--- config.mk ---
export PLATFORM = sky130hd
export DESIGN_NAME = streaming_audio_data_coprocessor
export DESIGN_NICKNAME = d
export VERILOG_FILES = /design/src/sv/sadc_pkg.sv /design/src/sv/sadc_scale.sv /design/src/sv/streaming_audio_data_coprocessor.sv
export SDC_FILE = /design/constraint.sdc
export NUM_CORES = 1
export LEC_CHECK = 0
export ABC_AREA = 1
export BUFFER_PORTS_ARGS = -buffer_cell sky130_fd_sc_hd__buf_2
export CAP_MARGIN = 20
export CELL_PAD_IN_SITES_DETAIL_PLACEMENT = 0
export CELL_PAD_IN_SITES_GLOBAL_PLACEMENT = 1
export CORE_ASPECT_RATIO = 1.75
export CORE_MARGIN = 4
export CORE_UTILIZATION = 42
export CTS_CLUSTER_DIAMETER = 120
export DETAILED_ROUTE_END_ITERATION = 7
export PLACE_DENSITY_LB_ADDON = 0.08
export REMOVE_ABC_BUFFERS = 1
export SETUP_SLACK_MARGIN = 0.1
export SYNTH_ARGS = -nofsm -noshare
export SYNTH_HDL_FRONTEND = slang
export SYNTH_SLANG_ARGS = --single-unit
--- constraint.sdc ---
create_clock -name clock -period 6.58 [get_ports clock]
set_input_delay 0.658 -clock clock [delete_from_list [all_inputs] [get_ports clock]]
set_output_delay 0.658 -clock clock [all_outputs]
set_load 0.02 [all_outputs]
--- src/sv/sadc_pkg.sv ---
// Shared constants and types for the streaming audio data coprocessor.
package sadc_pkg;

   localparam int unsigned RevisionDefault = 1;

   localparam logic [31:0] TrackMagic = 32'h4D53_5531;
   localparam logic [31:0] AudioStart = 32'd8;
   localparam logic [15:0] RegBase    = 16'h2000;

   localparam int unsigned MagWidth  = 24;
   localparam int unsigned SampWidth = 16;

   localparam logic [7:0] IdCharS    = 8'h53;
   localparam logic [7:0] IdCharDash = 8'h2D;
   localparam logic [7:0] IdCharM    = 8'h4D;
   localparam logic [7:0] IdCharU    = 8'h55;
   localparam logic [7:0] IdCharZero = 8'h30;

   typedef enum logic [1:0] {
      ACT_READ  = 2'd0,
      ACT_WRITE = 2'd1,
      ACT_TICK  = 2'd2,
      ACT_NONE  = 2'd3
   } action_type;

   typedef enum logic [2:0] {
      REG_STATUS = 3'd0,
      REG_DATA   = 3'd1,
      REG_DPOS2  = 3'd2,
      REG_DPOS3  = 3'd3,
      REG_TRK_LO = 3'd4,
      REG_TRK_HI = 3'd5,
      REG_VOLUME = 3'd6,
      REG_CTRL   = 3'd7
   } reg_type;

endpackage

--- src/sv/sadc_scale.sv ---
// Divide an unsigned sample-volume product by 255, truncate, and apply the sign.
module sadc_scale (
   input  logic [sadc_pkg::MagWidth-1:0]         mag,
   input  logic                                  neg,
   output logic signed [sadc_pkg::SampWidth-1:0] result
);
   import sadc_pkg::*;

   logic [MagWidth:0]   est;
   logic [MagWidth-8:0] quot;
   logic [MagWidth:0]   prod;
   logic [MagWidth:0]   rem;
   logic [MagWidth-8:0] quot_fix;
   logic [MagWidth-8:0] signed_quot;

   // x/255 = x/256 + x/256^2 + ...; estimate is exact or one low
   always_comb begin
      est         = (MagWidth+1)'(mag) + (MagWidth+1)'(mag >> 8) + (MagWidth+1)'(mag >> 16);
      quot        = est[MagWidth:8];
      prod        = {quot, 8'd0} - (MagWidth+1)'(quot);
      rem         = {1'b0, mag} - prod;
      quot_fix    = (rem >= (MagWidth+1)'(255)) ? quot + (MagWidth-7)'(1) : quot;
      signed_quot = neg ? (MagWidth-7)'(0) - quot_fix : quot_fix;
      result      = signed'(signed_quot[SampWidth-1:0]);
   end

endmodule

--- src/sv/streaming_audio_data_coprocessor.sv ---
// Top level of the streaming audio data coprocessor: register file, tick logic, pipeline.
//
//   port group   direction  handshake           payload
//   req_*        in         req_valid/req_stall action, bus fields, track fields, samples
//   rsp_*        out        rsp_valid/rsp_stall read byte, scaled samples, offsets, flags
//   csr_*        in         csr_wr_en           data_file_present
//
// One transfer per cycle while rsp_stall is low; path: input register, then result register.
// The first stage multiplies |sample| by volume, the second divides by 255 and updates state.
// Synchronous active-high reset restores the register file defaults.
// rsp_stall holds the result register; req_stall rises only when both stages are full.
module streaming_audio_data_coprocessor #(
   parameter int unsigned REVISION = sadc_pkg::RevisionDefault
) (
   input  logic                clock,
   input  logic                reset,

   input  logic                csr_wr_en,
   input  logic                csr_wr_data,

   input  logic                req_valid,
   output logic                req_stall,
   input  logic [1:0]          req_action,
   input  logic [15:0]         req_bus_addr,
   input  logic [7:0]          req_write_data,
   input  logic [7:0]          req_data_byte,
   input  logic                req_track_found,
   input  logic [31:0]         req_track_header,
   input  logic [31:0]         req_loop_index,
   input  logic                req_at_end,
   input  logic signed [15:0]  req_sample_left,
   input  logic signed [15:0]  req_sample_right,

   output logic                rsp_valid,
   input  logic                rsp_stall,
   output logic [7:0]          rsp_read_data,
   output logic signed [15:0]  rsp_out_left,
   output logic signed [15:0]  rsp_out_right,
   output logic [31:0]         rsp_data_offset_now,
   output logic [31:0]         rsp_audio_offset_now,
   output logic [15:0]         rsp_track_now,
   output logic                rsp_data_consumed,
   output logic                rsp_playing
);
   import sadc_pkg::*;

   localparam logic [3:0] RevNibble = 4'(REVISION);
   localparam logic [7:0] RevChar   = IdCharZero + 8'(REVISION);

   // control and state
   logic        file_present_ff;
   logic        s1_valid_ff, s1_valid_in;
   logic        rsp_valid_ff, rsp_valid_in;
   logic [31:0] data_pos_ff, data_pos_in;
   logic [31:0] audio_pos_ff, audio_pos_in;
   logic [31:0] loop_pos_ff, loop_pos_in;
   logic [15:0] track_sel_ff, track_sel_in;
   logic [7:0]  volume_ff, volume_in;
   logic        data_busy_ff, data_busy_in;
   logic        audio_busy_ff, audio_busy_in;
   logic        repeat_ff, repeat_in;
   logic        play_ff, play_in;
   logic        track_open_ff, track_open_in;

   // stage 1 payload
   action_type           s1_action_ff;
   logic [15:0]          s1_addr_ff;
   logic [7:0]           s1_wdata_ff;
   logic [7:0]           s1_dbyte_ff;
   logic                 s1_found_ff;
   logic [31:0]          s1_header_ff;
   logic [31:0]          s1_loop_ff;
   logic                 s1_at_end_ff;
   logic [MagWidth-1:0]  s1_mag_l_ff, s1_mag_r_ff;
   logic                 s1_neg_l_ff, s1_neg_r_ff;

   // result payload
   logic [7:0]           rsp_read_data_ff, rsp_read_data_in;
   logic signed [15:0]   rsp_left_ff, rsp_right_ff;
   logic [31:0]          rsp_dpos_ff, rsp_apos_ff;
   logic [15:0]          rsp_track_ff;
   logic                 rsp_consumed_ff, rsp_consumed_in;
   logic                 rsp_playing_ff;

   logic                 out_free, advance, accept;
   logic                 is_reg, samp_en;
   reg_type              reg_sel;
   logic [7:0]           vol_eff;
   logic [15:0]          abs_l, abs_r;
   logic signed [15:0]   scaled_l, scaled_r;

   assign out_free  = !rsp_valid_ff || !rsp_stall;
   assign advance   = s1_valid_ff && out_free;
   assign req_stall = s1_valid_ff && !out_free;
   assign accept    = req_valid && !req_stall;

   assign s1_valid_in  = accept || (s1_valid_ff && !out_free);
   assign rsp_valid_in = advance || (rsp_valid_ff && rsp_stall);

   assign is_reg  = s1_addr_ff[15:3] == RegBase[15:3];
   assign reg_sel = reg_type'(s1_addr_ff[2:0]);

   always_comb begin
      data_pos_in      = data_pos_ff;
      audio_pos_in     = audio_pos_ff;
      loop_pos_in      = loop_pos_ff;
      track_sel_in     = track_sel_ff;
      volume_in        = volume_ff;
      data_busy_in     = data_busy_ff;
      audio_busy_in    = audio_busy_ff;
      repeat_in        = repeat_ff;
      play_in          = play_ff;
      track_open_in    = track_open_ff;
      rsp_read_data_in = 8'd0;
      rsp_consumed_in  = 1'b0;
      samp_en          = 1'b0;
      case (s1_action_ff)
         ACT_READ: begin
            if (is_reg) begin
               case (reg_sel)
                  REG_STATUS: rsp_read_data_in = {data_busy_ff, audio_busy_ff, repeat_ff,
                                                  play_ff, RevNibble};
                  REG_DATA: begin
                     if (!data_busy_ff) begin
                        data_pos_in      = data_pos_ff + 32'd1;
                        rsp_consumed_in  = 1'b1;
                        rsp_read_data_in = file_present_ff ? s1_dbyte_ff : 8'd0;
                     end
                  end
                  REG_DPOS2:  rsp_read_data_in = IdCharS;
                  REG_DPOS3:  rsp_read_data_in = IdCharDash;
                  REG_TRK_LO: rsp_read_data_in = IdCharM;
                  REG_TRK_HI: rsp_read_data_in = IdCharS;
                  REG_VOLUME: rsp_read_data_in = IdCharU;
                  REG_CTRL:   rsp_read_data_in = RevChar;
                  default:    rsp_read_data_in = 8'd0;
               endcase
            end
         end
         ACT_WRITE: begin
            if (is_reg) begin
               case (reg_sel)
                  REG_STATUS: data_pos_in[7:0]   = s1_wdata_ff;
                  REG_DATA:   data_pos_in[15:8]  = s1_wdata_ff;
                  REG_DPOS2:  data_pos_in[23:16] = s1_wdata_ff;
                  REG_DPOS3: begin
                     data_pos_in[31:24] = s1_wdata_ff;
                     data_busy_in       = 1'b0;
                  end
                  REG_TRK_LO: track_sel_in[7:0] = s1_wdata_ff;
                  REG_TRK_HI: begin
                     track_sel_in[15:8] = s1_wdata_ff;
                     track_open_in      = s1_found_ff && (s1_header_ff == TrackMagic);
                     if (track_open_in) begin
                        audio_pos_in = AudioStart;
                        loop_pos_in  = AudioStart + {s1_loop_ff[29:0], 2'b00};
                     end
                     audio_busy_in = 1'b0;
                     repeat_in     = 1'b0;
                     play_in       = 1'b0;
                  end
                  REG_VOLUME: volume_in = s1_wdata_ff;
                  REG_CTRL: begin
                     repeat_in = s1_wdata_ff[1];
                     play_in   = s1_wdata_ff[0];
                  end
                  default: ;
               endcase
            end
         end
         ACT_TICK: begin
            if (play_ff) begin
               if (!track_open_ff) begin
                  play_in = 1'b0;
               end else if (s1_at_end_ff) begin
                  if (!repeat_ff) begin
                     play_in      = 1'b0;
                     audio_pos_in = AudioStart;
                  end else begin
                     audio_pos_in = loop_pos_ff;
                  end
               end else begin
                  audio_pos_in = audio_pos_ff + 32'd4;
                  samp_en      = 1'b1;
               end
            end
         end
         default: ;
      endcase
   end

   // volume written by the item leaving stage 1 applies to the item entering it
   assign vol_eff = advance ? volume_in : volume_ff;
   assign abs_l   = req_sample_left[15]  ? 16'd0 - 16'(req_sample_left)  : 16'(req_sample_left);
   assign abs_r   = req_sample_right[15] ? 16'd0 - 16'(req_sample_right) : 16'(req_sample_right);

   sadc_scale u_scale_l (
      .mag    (s1_mag_l_ff),
      .neg    (s1_neg_l_ff),
      .result (scaled_l)
   );

   sadc_scale u_scale_r (
      .mag    (s1_mag_r_ff),
      .neg    (s1_neg_r_ff),
      .result (scaled_r)
   );

   always_ff @(posedge clock) begin
      if (reset) begin
         file_present_ff <= 1'b0;
         s1_valid_ff     <= 1'b0;
         rsp_valid_ff    <= 1'b0;
         data_pos_ff     <= 32'd0;
         audio_pos_ff    <= 32'd0;
         loop_pos_ff     <= 32'd0;
         track_sel_ff    <= 16'd0;
         volume_ff       <= 8'd255;
         data_busy_ff    <= 1'b1;
         audio_busy_ff   <= 1'b1;
         repeat_ff       <= 1'b0;
         play_ff         <= 1'b0;
         track_open_ff   <= 1'b0;
      end else begin
         if (csr_wr_en) begin
            file_present_ff <= csr_wr_data;
         end
         s1_valid_ff  <= s1_valid_in;
         rsp_valid_ff <= rsp_valid_in;
         if (advance) begin
            data_pos_ff   <= data_pos_in;
            audio_pos_ff  <= audio_pos_in;
            loop_pos_ff   <= loop_pos_in;
            track_sel_ff  <= track_sel_in;
            volume_ff     <= volume_in;
            data_busy_ff  <= data_busy_in;
            audio_busy_ff <= audio_busy_in;
            repeat_ff     <= repeat_in;
            play_ff       <= play_in;
            track_open_ff <= track_open_in;
         end
      end
   end

   always_ff @(posedge clock) begin
      if (accept) begin
         s1_action_ff <= action_type'(req_action);
         s1_addr_ff   <= req_bus_addr;
         s1_wdata_ff  <= req_write_data;
         s1_dbyte_ff  <= req_data_byte;
         s1_found_ff  <= req_track_found;
         s1_header_ff <= req_track_header;
         s1_loop_ff   <= req_loop_index;
         s1_at_end_ff <= req_at_end;
         s1_mag_l_ff  <= MagWidth'(abs_l) * MagWidth'(vol_eff);
         s1_mag_r_ff  <= MagWidth'(abs_r) * MagWidth'(vol_eff);
         s1_neg_l_ff  <= req_sample_left[15];
         s1_neg_r_ff  <= req_sample_right[15];
      end
      if (advance) begin
         rsp_read_data_ff <= rsp_read_data_in;
         rsp_left_ff      <= samp_en ? scaled_l : 16'sd0;
         rsp_right_ff     <= samp_en ? scaled_r : 16'sd0;
         rsp_dpos_ff      <= data_pos_in;
         rsp_apos_ff      <= audio_pos_in;
         rsp_track_ff     <= track_sel_in;
         rsp_consumed_ff  <= rsp_consumed_in;
         rsp_playing_ff   <= play_in;
      end
   end

   assign rsp_valid            = rsp_valid_ff;
   assign rsp_read_data        = rsp_read_data_ff;
   assign rsp_out_left         = rsp_left_ff;
   assign rsp_out_right        = rsp_right_ff;
   assign rsp_data_offset_now  = rsp_dpos_ff;
   assign rsp_audio_offset_now = rsp_apos_ff;
   assign rsp_track_now        = rsp_track_ff;
   assign rsp_data_consumed    = rsp_consumed_ff;
   assign rsp_playing          = rsp_playing_ff;

endmodule

==> out/results.ini <==
[grt]
grt_pass1_wl_mm=169
grt_max_degree=96
grt.overflow.total=0
antenna_found_initial=22
track_usage=0.248
grt_pass1_vias=32466

[drt]
dr.pass1.iters=6
routed_wl_mm=109
first_iter_violations=1360
routedWlPerCell_um=17.2
route.vias.total=31900
avgViaCountPerCell=5.02
ant_nets=0
drc_errors=0

[setup_path]
cp_max_fo=6
crit_arrival_ps=6520
critPathMaxStageDelay_ps=510
required_ps=6910
crit_path_start_kind=flop
crit_slowest_cell=fa_1
end_kind=flop
worstSetupPathType=flop to flop
cp_common_cell=nand2_2

[clock_tree]
numCtsBuffers=41
cts_tree=built
cts_hold_buf=0
clk_path_buf_depth=3
cts.sinks=396
htree_levels=2
path_clk_slew_ps=70
ctsRootBufferMaster=clkbuf_16
worstSkewPairLatency_ps=590

[floorplanning]
die_y_um=386
core_area_mm2=0.0810
die_area_mm2=0.0866
start_util=0.424
rows=138
boundaryPins=262
die_x_um=224

[min_path]
hp-class=primary input to flop

[timing]
hold_violations=0
slew_violations=0
finClkSkew_ps=25.0
rsz0062_at_grt=yes
post-route-period-util=0.940
worst_pin_slew_ps=1020
finalSetupViolations=0
fin_crit_ps=6180
max_slew_margin=0.322
timing.fmax_mhz=162

[synthesis]
netlist_area_mm2=0.0343
ys_types=57
avgSynthCellArea_um2=7.54
ys_ff_latch=396
synth_ff_type=edfxtp_1
synthArstFlopShare=0
synth_cells=4554
yosys_warnings=0
synth.yosys.seq_area_share=0.310
synth_edf_count=270

[outcome]
status=finished, final reports clean

[finish]
utilization=0.533
area_growth_pct=25.6
final_area_mm2=0.0431
final_common_cell=nand2_1
fillers=8088
multi_input_area_mm2=0.0211
drive_above_1_share=0.225
fin_nets=5827
mostFrequentLayoutCells=947 x nand2_1, 862 x inv_1, 476 x buf_4
seq_area_mm2=0.0106

[placement]
place.gp.congestion=0.968
port_buffers=259
dp_hpwl_mm=90.4
place_area_mm2=0.0402

[job]
max_cap_viol_count=0

[flip-flops by register name (all words and copies together) (netlist names), 2 cells and up]
signal / count
s1_mag_l_ff: 24
rsp_data_offset_now: 32
volume_ff: 8
s1_loop_ff: 30
audio_pos_ff: 32
rsp_read_data: 8
rsp_out_right: 16
s1_header_ff: 32
rsp_track_now: 16
rsp_out_left: 16
s1_mag_r_ff: 24
s1_wdata_ff: 8
rsp_audio_offset_now: 32
s1_action_ff: 2
data_pos_ff: 32
track_sel_ff: 16
loop_pos_ff: 30
s1_dbyte_ff: 8
s1_addr_ff: 16
[logic make-up (layout without fill, tap and decap cells)]
group | after synthesis | after routing | synth area share
adders and majority gates | 424 | 424 | 0.198
xor gates and xnor gates | 129 | 129 | 0.0329
AOI/OAI and AO/OA | 629 | 629 | 0.103
buffers and inverters | 1015 | 1757 | 0.112
other | 0 | 8 | 0
DFF | 396 | 396 | 0.310
and+or+nand+nor | 1961 | 1961 | 0.245
[final timing paths]
path | to | cells after the start | startpoint | slack, ps
min reg2reg | audio_pos_ff[1] | 2 | audio_pos_ff[1] | 440
max | rsp_out_right[15] | 43 | s1_mag_r_ff[2] | 400
max reg2reg | rsp_out_right[15] | 43 | s1_mag_r_ff[2] | 400
min | s1_dbyte_ff[3] | 1 | req_data_byte[3] | 250
[final cells by class]
class / count / area share
multi-input combinational: 3143 / 0.489
sequential: 396 / 0.246
timing repair buffer: 752 / 0.118
inverter: 931 / 0.0813
tap: 1050 / 0.0305
clock buffer: 49 / 0.0257
clock inverter: 25 / 0.00870
antenna: 8 / 0.000464
[worst max-delay path, delay by kind of cell, from the launching register on]
kind / cells / cell delay (ps)
AOI/OAI and AO/OA: 1 / 190
adders and majority gates: 5 / 1740
and+or+nand+nor: 27 / 2610
buffers and inverters: 10 / 860
DFF: 1 / 480
[metal layers]
| metal | global-route usage | wire length [um] | vias to the layer above |
|---|---|---|---|
| met4 | 0.127 | 6630 | 28 |
| met1 | 0.239 | 37600 | 14860 |
| met2 | 0.494 | 60100 | 706 |
| li1 | - | - | 16029 |
| met5 | 0 | 196 | - |
| met3 | 0.0434 | 4910 | 277 |
[metrics by stage]
step | TNS [ps] | std cells | hold slack [ps] | worst slack (ps)
after CTS | 0 | 6328 | 211 | 63.9
after global placement | -2660 | 6250 | 431 | -323
final | 0 | 6354 | 251 | 396
after global routing | 0 | 6346 | 225 | 22.9
after detailed placement | -3910 | 6250 | 434 | -362
after floorplan | -1192850 | 4470 | 419 | -11220
[Yosys cell counts, types with 7 or more instances]
cell type / instances / area (um^2)
nor2_1: 447 / 1680
xor2_1: 94 / 823
dfxtp_1: 126 / 2520
or2_2: 17 / 106
nor2_2: 16 / 100
nor3_1: 65 / 325
a21oi_1: 234 / 1170
a31oi_1: 13 / 81.3
nor4_1: 14 / 87.6
o211ai_1: 17 / 128
edfxtp_1: 270 / 8110
nand2_1: 1021 / 3830
inv_2: 14 / 52.6
clkbuf_1: 67 / 251
nand4_1: 100 / 626
o221ai_1: 31 / 272
a211oi_1: 22 / 165
clkinv_1: 11 / 41.3
o21bai_1: 11 / 82.6
nand3_1: 208 / 1040
ha_1: 224 / 2800
o22ai_1: 8 / 50.1
fa_1: 200 / 4000
inv_1: 906 / 3400
xnor2_1: 35 / 307
o21ai_1: 7 / 35.0
nand3b_1: 20 / 150
nand2_2: 25 / 156
o21ai_0: 253 / 1270
buf_2: 9 / 45.0
o21ai_2: 9 / 78.8
[timing repair]
action | CTS | global route
setup endpoints to repair | 31 | 49
buffers inserted | 4 | 16
hold endpoints to repair | 0 | 0
gates resized for setup | 42 | 305
pin swaps | 18 | 131
gates cloned | 0 | 2
Power is left out: the tool's default activity adds up to more than one toggle a clock period on the data nets, which glitch-free logic cannot reach.
